<file path="config.mk">
export PLATFORM = sky130hd
export DESIGN_NAME = fprt_ctrl
export DESIGN_NICKNAME = d
export VERILOG_FILES = /design/src/rtl/fifo_page_replacement_tracker_core_defines.svh /design/src/rtl/fprt_pkg.sv /design/src/rtl/fprt_ctrl.sv
export SDC_FILE = /design/constraint.sdc
export NUM_CORES = 1
export LEC_CHECK = 0
export BUFFER_PORTS_ARGS = -buffer_cell sky130_fd_sc_hd__buf_4
export CAP_MARGIN = 5
export CORE_AREA = 2 2 39 41
export CTS_BUF_LIST = sky130_fd_sc_hd__clkbuf_8
export CTS_CLUSTER_SIZE = 20
export DETAILED_ROUTE_END_ITERATION = 10
export DIE_AREA = 0 0 41 43
export HOLD_SLACK_MARGIN = 0.05
export PLACE_DENSITY = 0.54
export SLEW_MARGIN = 20
export SYNTH_ARGS = -nofsm -noshare
export SYNTH_HDL_FRONTEND = slang
export SYNTH_SLANG_ARGS = --single-unit
</file>
<file path="constraint.sdc">
create_clock -name clk -period 1.7 [get_ports clk]
set_clock_uncertainty 0.05 [all_clocks]
set_input_delay 0.34 -clock clk [delete_from_list [all_inputs] [get_ports clk]]
set_output_delay 0.34 -clock clk [all_outputs]
set_load 0.01 [all_outputs]
</file>
<file path="src/rtl/fifo_page_replacement_tracker_core_defines.svh">
// Assertion macros used by the tracker datapath
`ifndef FIFO_PAGE_REPLACEMENT_TRACKER_CORE_DEFINES_SVH
`define FIFO_PAGE_REPLACEMENT_TRACKER_CORE_DEFINES_SVH

// Same-cycle implication, checked outside reset
`define FPRT_ASSERT_NOW(label, ante, cons, msg) \
	label: assert property (@(posedge clk) disable iff (!arst_n) (ante) |-> (cons)) \
		else $error(msg);

// Next-cycle implication, checked outside reset
`define FPRT_ASSERT_NEXT(label, ante, cons, msg) \
	label: assert property (@(posedge clk) disable iff (!arst_n) (ante) |=> (cons)) \
		else $error(msg);

`endif

</file>
<file path="src/rtl/fprt_pkg.sv">
// Package: codes, types and defaults of the page replacement tracker
`timescale 1ns / 1ps
`default_nettype none
package fprt_pkg;

	localparam int TRACKED_ENTRIES_DEF = 64;
	localparam int SWAP_SLOTS_DEF      = 256;

	localparam int OP_W   = 3;
	localparam int PAGE_W = 27;
	localparam int SEQ_W  = 32;
	localparam int OSLT_W = 8;

	localparam logic [OP_W-1:0] OP_REGISTER   = 3'd0;
	localparam logic [OP_W-1:0] OP_MARK_DIRTY = 3'd1;
	localparam logic [OP_W-1:0] OP_UNREGISTER = 3'd2;
	localparam logic [OP_W-1:0] OP_EVICT      = 3'd3;
	localparam logic [OP_W-1:0] OP_SWAP_IN    = 3'd4;

	typedef enum logic [1:0] {
		ST_OK         = 2'd0,
		ST_NONE       = 2'd1,
		ST_TABLE_FULL = 2'd2,
		ST_SWAP_FULL  = 2'd3
	} status_t;

	// controller to datapath
	typedef struct packed {
		logic idle;
		logic scan;
		logic slot_scan;
		logic apply;
	} cmd_t;

	// datapath to controller
	typedef struct packed {
		logic req_valid;
		logic scan_done;
		logic need_slot;
		logic slot_done;
		logic out_busy;
	} sts_t;

endpackage
`default_nettype wire

</file>
<file path="src/rtl/fprt_ctrl.sv">
// Controller state machine: load, entry sweep, slot sweep, apply
`timescale 1ns / 1ps
`default_nettype none
module fprt_ctrl (
	input  wire logic          clk,
	input  wire logic          arst_n,
	input  wire fprt_pkg::sts_t sts,
	output fprt_pkg::cmd_t     cmd
);

	typedef enum logic [3:0] {
		S_IDLE  = 4'b0001,
		S_SCAN  = 4'b0010,
		S_SLOT  = 4'b0100,
		S_APPLY = 4'b1000
	} state_t;

	state_t state_q, state_d;

	always_comb begin
		state_d       = state_q;
		cmd.idle      = 1'b0;
		cmd.scan      = 1'b0;
		cmd.slot_scan = 1'b0;
		cmd.apply     = 1'b0;
		unique case (state_q)
			S_IDLE: begin
				cmd.idle = 1'b1;
				if (sts.req_valid) state_d = S_SCAN;
			end
			S_SCAN: begin
				cmd.scan = 1'b1;
				if (sts.scan_done) state_d = sts.need_slot ? S_SLOT : S_APPLY;
			end
			S_SLOT: begin
				cmd.slot_scan = 1'b1;
				if (sts.slot_done) state_d = S_APPLY;
			end
			S_APPLY: begin
				// hold until the previous result word is taken
				if (!sts.out_busy) begin
					cmd.apply = 1'b1;
					state_d   = S_IDLE;
				end
			end
			default: state_d = S_IDLE;
		endcase
	end

	always_ff @(posedge clk or negedge arst_n) begin
		if (!arst_n) state_q <= S_IDLE;
		else state_q <= state_d;
	end

endmodule
`default_nettype wire

</file>
==> out/results.ini, run 1 <==
[global_routing]
grt_pass1_wl_um = 1350
met2_usage_pct = 15.3
grt-busiest-layer = met1
first_global_vias = 305
antenna_found_initial = 0
met3_usage_pct = 6.28
met1_usage_pct = 15.4
grt_use_total_pct = 11.5
grt_overflow = 0
grt_start_max_net_pins = 15

[finish]
fin_util_pct = 36.1
antenna_cells = 0
layout_commonest_cell = buf_4
layout_common_cells = 11 x buf_4, 4 x or3b_1, 3 x clkbuf_8, 3 x dfrtp_2
multi_input_area_um2 = 233
area_growth_pct = 45.6
seq_area_um2 = 105
nFillCells = 158
regMostFlops = state_q
top_regs = state_q x4
drive_above_1_share_pct = 46.8
nets = 55
largest_register_ff_count = 4

[worst_setup_path]
required_ns = 1.31
timing_worst_setup_path_type = reg2out
cp_num_buf_inv = 1
start_kind = flip-flop
path_depth = 2
startpoint = state_q[0]
critPathCaptureType = output port
r2r-end = state_q[3]
slowest_delay_ns = 0.64
endpoint = cmd[3]
r2r_slack_ns = 0.13
critPathTopFamily = flip-flops
cp_max_fo = 12
crit_arrival_ns = 1.27
reg2reg_depth = 3
cp_slowest_cell = dfstp_2
cp_cell_sequence = nor4b_4, buf_4
rr_startpoint = state_q[0]

[yosys]
ys_warn_count = 0
avgSynthCellArea_um2 = 9.80
seq_area_frac_synth_pct = 29.6
synth_seq_cells = 4
synth_top_area_cell = dfrtp_1
synth_cell_type_count = 23
synth_area_leaders = dfrtp_1 22%, or3b_1 10%, dfstp_2 7.7%
syn_area_um2 = 343
netlist_instances = 35
yosysTopAreaCellShare_pct = 21.9
syn_nets = 42

[pwr]
intPower_w = 0.000481
p_leak_nw = 0.196
netSwitchingFraction_pct = 36.0
power_switching_w = 0.000270
combPwrFrac_pct = 39.0
power_w = 0.000751
power_density_mw_per_mm2 = 1500
vdd_drop_max_v = 0.000575
pwr-share-seq_pct = 34.0
clockPowerShare_pct = 27.0

[cts]
clockBufferDepth = 2
cts_tree = done
post-cts-setup-buffers = 0
cts_buffers = 3
clock_latency_ns = 0.21
numClockSinks = 4
cts_root_buffer = clkbuf_8
cts_max_level = 1
clk_pin_slew_ns = 0.03

[hold_path]
hold_class = in2reg

[die]
start_util_pct = 24.8
core_area_mm2 = 0.00138
pin_count = 11
num_rows = 14
die_w_um = 41
die_h_um = 43
design.die.area_mm2 = 0.00176

[timing]
rsz0062_at_grt = yes
fmax_mhz = 601
worst_pin_slew_ns = 0.277
finalMaxSlewViolations = 0
setup_ws_ns = 0.0367
finalCriticalPeriod_ns = 1.66
layout_worst_path_cycle_share_pct = 97.8
relSlewSlack_pct = 81.3
setup_viol = 0
hold_violations = 0

[detailed_routing]
dr.pass1.iters = 3
routed_wl_um = 782
wl_per_cell_um = 12.4
drt_iter0_drc = 2
ant_nets = 0
via_count = 311
drcViolationCount = 0
vias_per_cell = 4.94

[placement]
post-dp-hpwl_um = 551
dp_slack_ns = 0.139
gp_congestion = 0.724
port_buffers = 10

[outcome]
status = finished, final reports clean

[run]
max_cap_viol_count = 0

-- worst min path at each step --
stage / to / startpoint / slack (ns) / cells past startpoint
floorplan: state_q[1] / arst_n / -0.006 / 0
CTS: state_q[0] / sts[4] / 0.33 / 3
global placement: state_q[1] / arst_n / 0.09 / 1
finish: state_q[0] / sts[4] / 0.33 / 3
detailed placement: state_q[1] / arst_n / 0.09 / 1
global route: state_q[0] / sts[4] / 0.36 / 3
-- layout make-up --
class                           instances  area share (%)
Timing Repair Buffer                   12            18.5
Clock buffer                            3            8.27
Clock inverter                          1           0.752
Multi-Input combinational cell         26            46.6
Inverter                                1           0.752
Tap cell                               16            4.01
Sequential cell                         4            21.1
-- tightest hold or removal path, stage by stage --
cell	delay, ns
buf_4	0.09
nand2b_1	0.09
o31ai_1	0.07
-- power by group through the flow --
stage | registers [W] | clock network [W] | logic, W
6_report | 0.000256 | 0.000203 | 0.000292
5_1_grt | 0.000269 | 0.000222 | 0.000321
4_1_cts | 0.000253 | 0.000210 | 0.000296
3_5_place_dp | 0.000240 | 0 | 0.000271
3_3_place_gp | 0.000235 | 0 | 0.000269
2_1_floorplan | 0.000154 | 0 | 0.000270
-- synth_stat cells --
library cell,number
or4b_1,1
or2_1,1
nand3b_1,2
a211oi_1,1
buf_2,3
o211a_1,1
o31ai_1,1
mux2i_1,1
dfstp_2,1
o21ai_0,1
or3b_1,4
nand2b_1,2
buf_6,1
nor2_1,1
nor4_1,1
nor4b_1,3
dfrtp_1,3
a21oi_1,1
a211oi_2,2
o41ai_1,1
inv_1,1
nand4b_1,1
xor2_1,1
-- cell families (layout without fill, tap and decap cells) --
group                  Yosys count  count (layout)  share of synthesized area, %
AND/OR/NAND/NOR                 16              16                          36.1
XOR/XNOR                         1               1                          2.56
buffers and inverters            5              17                          8.76
multiplexers                     1               1                          2.92
AO/OA/AOI/OAI                    8               8                          20.1
flip-flops                       4               4                          29.6
-- timing repair --
item | in CTS | in global routing
gates resized for setup | 3 | 3
endpoints found under the hold margin | 4 | 0
setup endpoints to repair | 2 | 4
hold buffers | 1 | 0
-- layer usage --
layer / share of wire, % / vias up
li1: - / 160
met1: 46 / 144
met2: 48 / 7
met3: 5.2 / 0
met4: 0 / 0
met5: 0 / -
-- through the flow --
stage          std cells  TNS [ns]  instance area, um2  hold WS (ns)
2_1_floorplan         35         0                 343      -0.00559
3_3_place_gp          58         0                 419        0.0865
3_5_place_dp          58         0                 419        0.0872
4_1_cts               63         0                 490         0.334
5_1_grt               63   -0.0374                 499         0.360
6_report              63         0                 499         0.335
No activity file was read; power rests on OpenSTA's default activity.
==> run 2, diff against run 1 <==
--- a/config.mk
+++ b/config.mk
@@ -5,6 +5,7 @@
 export SDC_FILE = /design/constraint.sdc
 export NUM_CORES = 1
 export LEC_CHECK = 0
+export ABC_AREA = 1
 export BUFFER_PORTS_ARGS = -buffer_cell sky130_fd_sc_hd__buf_4
 export CAP_MARGIN = 5
 export CORE_AREA = 2 2 39 41
@@ -13,7 +14,7 @@
 export DETAILED_ROUTE_END_ITERATION = 10
 export DIE_AREA = 0 0 41 43
 export HOLD_SLACK_MARGIN = 0.05
-export PLACE_DENSITY = 0.54
+export PLACE_DENSITY = 0.5
 export SLEW_MARGIN = 20
 export SYNTH_ARGS = -nofsm -noshare
 export SYNTH_HDL_FRONTEND = slang
==> run 2 against run 1 <==
Compared with the run above: clock power increased by 2%; sequential cell count unchanged; maximum frequency increased by 4.6%; sequential power decreased by 29%; combinational power up 5%; via count decreased by 6.4%; total power fell by 7.5%; die area is the same; core utilization shrank 5.6 points; cell count increased by 19%; count of clock-buffer cells in the layout unchanged; synthesized cell count grew 26%; critical path type unchanged; critical endpoint unchanged; largest power group unchanged.
==> out/results.ini, run 2 <==
[worst_setup_path]
crit_arrival_ns = 1.20  ; -0.07 ns
cp_max_fo = 3  ; -9
slowest_delay_ns = 0.54  ; -0.10 ns
cp_slowest_cell = dfstp_2
required_ns = 1.31  ; about the same
timing_worst_setup_path_type = reg2out
cp_cell_sequence = inv_1, nor2_1, and2_2, buf_4
start_kind = flip-flop
cp_num_buf_inv = 2  ; +1
critPathCaptureType = output port
critPathTopFamily = flip-flops

[timing]
setup_tns_ns = 0  ; unchanged
finalCriticalPeriod_ns = 1.59  ; -0.0737 ns
fmax_mhz = 629  ; +4.6%
relSlewSlack_pct = 89.5  ; +8.3 points
worst_pin_slew_ns = 0.157  ; -0.121 ns
hold_violations = 0  ; unchanged
finalMaxSlewViolations = 0  ; unchanged
rsz0062_at_grt = no
layout_worst_path_cycle_share_pct = 93.5  ; -4.3 points
setup_viol = 0  ; unchanged

[die]
core_area_mm2 = 0.00138  ; unchanged
design.die.area_mm2 = 0.00176  ; unchanged
die_w_um = 41  ; unchanged
pin_count = 11  ; unchanged
start_util_pct = 19.6  ; -5.2 points
die_h_um = 43  ; unchanged
num_rows = 14  ; unchanged

[finish]
antenna_cells = 0  ; unchanged
multi_input_area_um2 = 133  ; -43%
regMostFlops = state_q
nets = 67  ; +22%
largest_register_ff_count = 4  ; unchanged
top_regs = state_q x4
layout_common_cells = 14 x nand2_1, 11 x inv_1, 10 x buf_4
seq_area_um2 = 101  ; -3.6%
layout_commonest_cell = nand2_1
area_growth_pct = 55.3
drive_above_1_share_pct = 32.2  ; -15 points
nFillCells = 158  ; unchanged
fin_area_um2 = 422  ; -16%

[cts]
cts_max_level = 1  ; unchanged
cts_buffers = 3  ; unchanged
clk_pin_slew_ns = 0.03  ; about the same
cts_root_buffer = clkbuf_8
cts_tree = done
numClockSinks = 4  ; unchanged
post-cts-setup-buffers = 0  ; unchanged
clock_latency_ns = 0.22  ; about the same
clockBufferDepth = 2  ; unchanged
cts_hold_buf = 1  ; unchanged
cts_resized = 0  ; -3

[yosys]
yosys-top-cells-count = 14 x nand2_1, 10 x inv_1, 6 x nor2_1
synth_edf_count = 0  ; unchanged
synth-async-reset-ratio_pct = 100  ; unchanged
ys_warn_count = 0  ; unchanged
netlist_instances = 44  ; +26%
synth_top_area_cell = dfrtp_1
yosysMostFrequentCell = nand2_1
synth_seq_cells = 4  ; unchanged
yosysTopAreaCellShare_pct = 27.6  ; +5.8 points
seq_area_frac_synth_pct = 37.3  ; +7.8 points
ys.flop_type = dfrtp_1
syn_area_um2 = 272  ; -21%
syn_nets = 51  ; +21%
avgSynthCellArea_um2 = 6.17  ; -37%
synth_cell_type_count = 9  ; -61%
synth_area_leaders = dfrtp_1 28%, nand2_1 19%, inv_1 14%

[placement]
port_buffers = 10  ; unchanged
place_area_um2 = 367  ; -13%
gp_congestion = 0.762  ; +5.1%
post-dp-hpwl_um = 473  ; -14%

[global_routing]
grt_pass1_wl_um = 903  ; -33%
grt_use_total_pct = 8.38  ; -3.2 points
antenna_found_initial = 0  ; unchanged
grt_overflow = 0  ; unchanged
grt_start_max_net_pins = 5  ; -10
first_global_vias = 251  ; -18%

[hold_path]
hold_class = in2reg

[detailed_routing]
drcViolationCount = 0  ; unchanged
via_count = 291  ; -6.4%
drt_iter0_drc = 4  ; +2
wl_per_cell_um = 7.59  ; -39%
vias_per_cell = 3.88  ; -21%
routed_wl_um = 569  ; -27%
ant_nets = 0  ; unchanged
dr.pass1.iters = 2  ; -1

[pwr]
vdd_drop_max_v = 0.000648  ; +13%
p_leak_nw = 0.268  ; +37%
power_density_mw_per_mm2 = 1650  ; +9.6%

[outcome]
status = finished, final reports clean

[run]
max_cap_viol_count = 0  ; unchanged

[run 2: layout make-up]
| class | instances | share of cell area [%] |
|---|---|---|
| Clock buffer | 3 | 9.79 |
| Clock inverter | 1 | 0.890 |
| Tap cell | 16 | 4.75 |
| Timing Repair Buffer | 11 | 20.2 |
| Multi-Input combinational cell | 30 | 31.5 |
| Sequential cell | 4 | 24.0 |
| Inverter | 10 | 8.90 |
[run 2: logic make-up (layout without fill, tap and decap cells)]
kind of cell / count (synthesis) / after routing / share of synthesized area [%]
AO/OA/AOI/OAI: 1 / 1 / 1.84
buffers and inverters: 10 / 25 / 13.8
flip-flops: 4 / 4 / 37.3
AND/OR/NAND/NOR: 29 / 29 / 47.0
[run 2: path summary, 6_finish.rpt]
path	to	slack, ns	startpoint	cells after the start
setup reg to reg	state_q[1]	0.50	state_q[0]	7
max in group asynchronous	state_q[0]	1.00	arst_n	2
hold reg to reg	state_q[0]	0.54	state_q[1]	3
setup / recovery	cmd[3]	0.11	state_q[0]	4
min in group asynchronous	state_q[3]	0.40	arst_n	2
hold / removal	state_q[0]	0.34	sts[4]	4
[run 2: worst reg2reg max path: cells and delay by family, from the launching register on]
kind | cells | cell delay (ns)
buffers and inverters | 1 | 0.04
and+or+nand+nor | 6 | 0.46
DFF | 1 | 0.54
[run 2: metrics by stage]
step                util (%)  instances  total power [W]  hold WS [ns]  setup WS [ns]
floorplan                  -         44         0.000393      -0.00559          0.467
global placement        26.5         70         0.000496        0.0887          0.341
detailed placement      26.5         70         0.000493        0.0881          0.340
CTS                     30.5         75         0.000709         0.332          0.101
global route            30.5         75         0.000762         0.351         0.0305
finish                  30.5         75         0.000695         0.336          0.110
[run 2: power by group]
part	internal (W)	switching (W)
registers	0.000145	0.0000360
logic	0.000133	0.000174
clock network	0.000154	0.0000526
total	0.000432	0.000263
[run 2: per-layer routing]
layer,part of all wire (%),vias to the layer above,GRT usage (%)
li1,-,156,-
met1,43,123,9.15
met2,46,10,10.6
met3,8.3,2,6.28
met4,2.3,0,6.00
met5,0,-,0
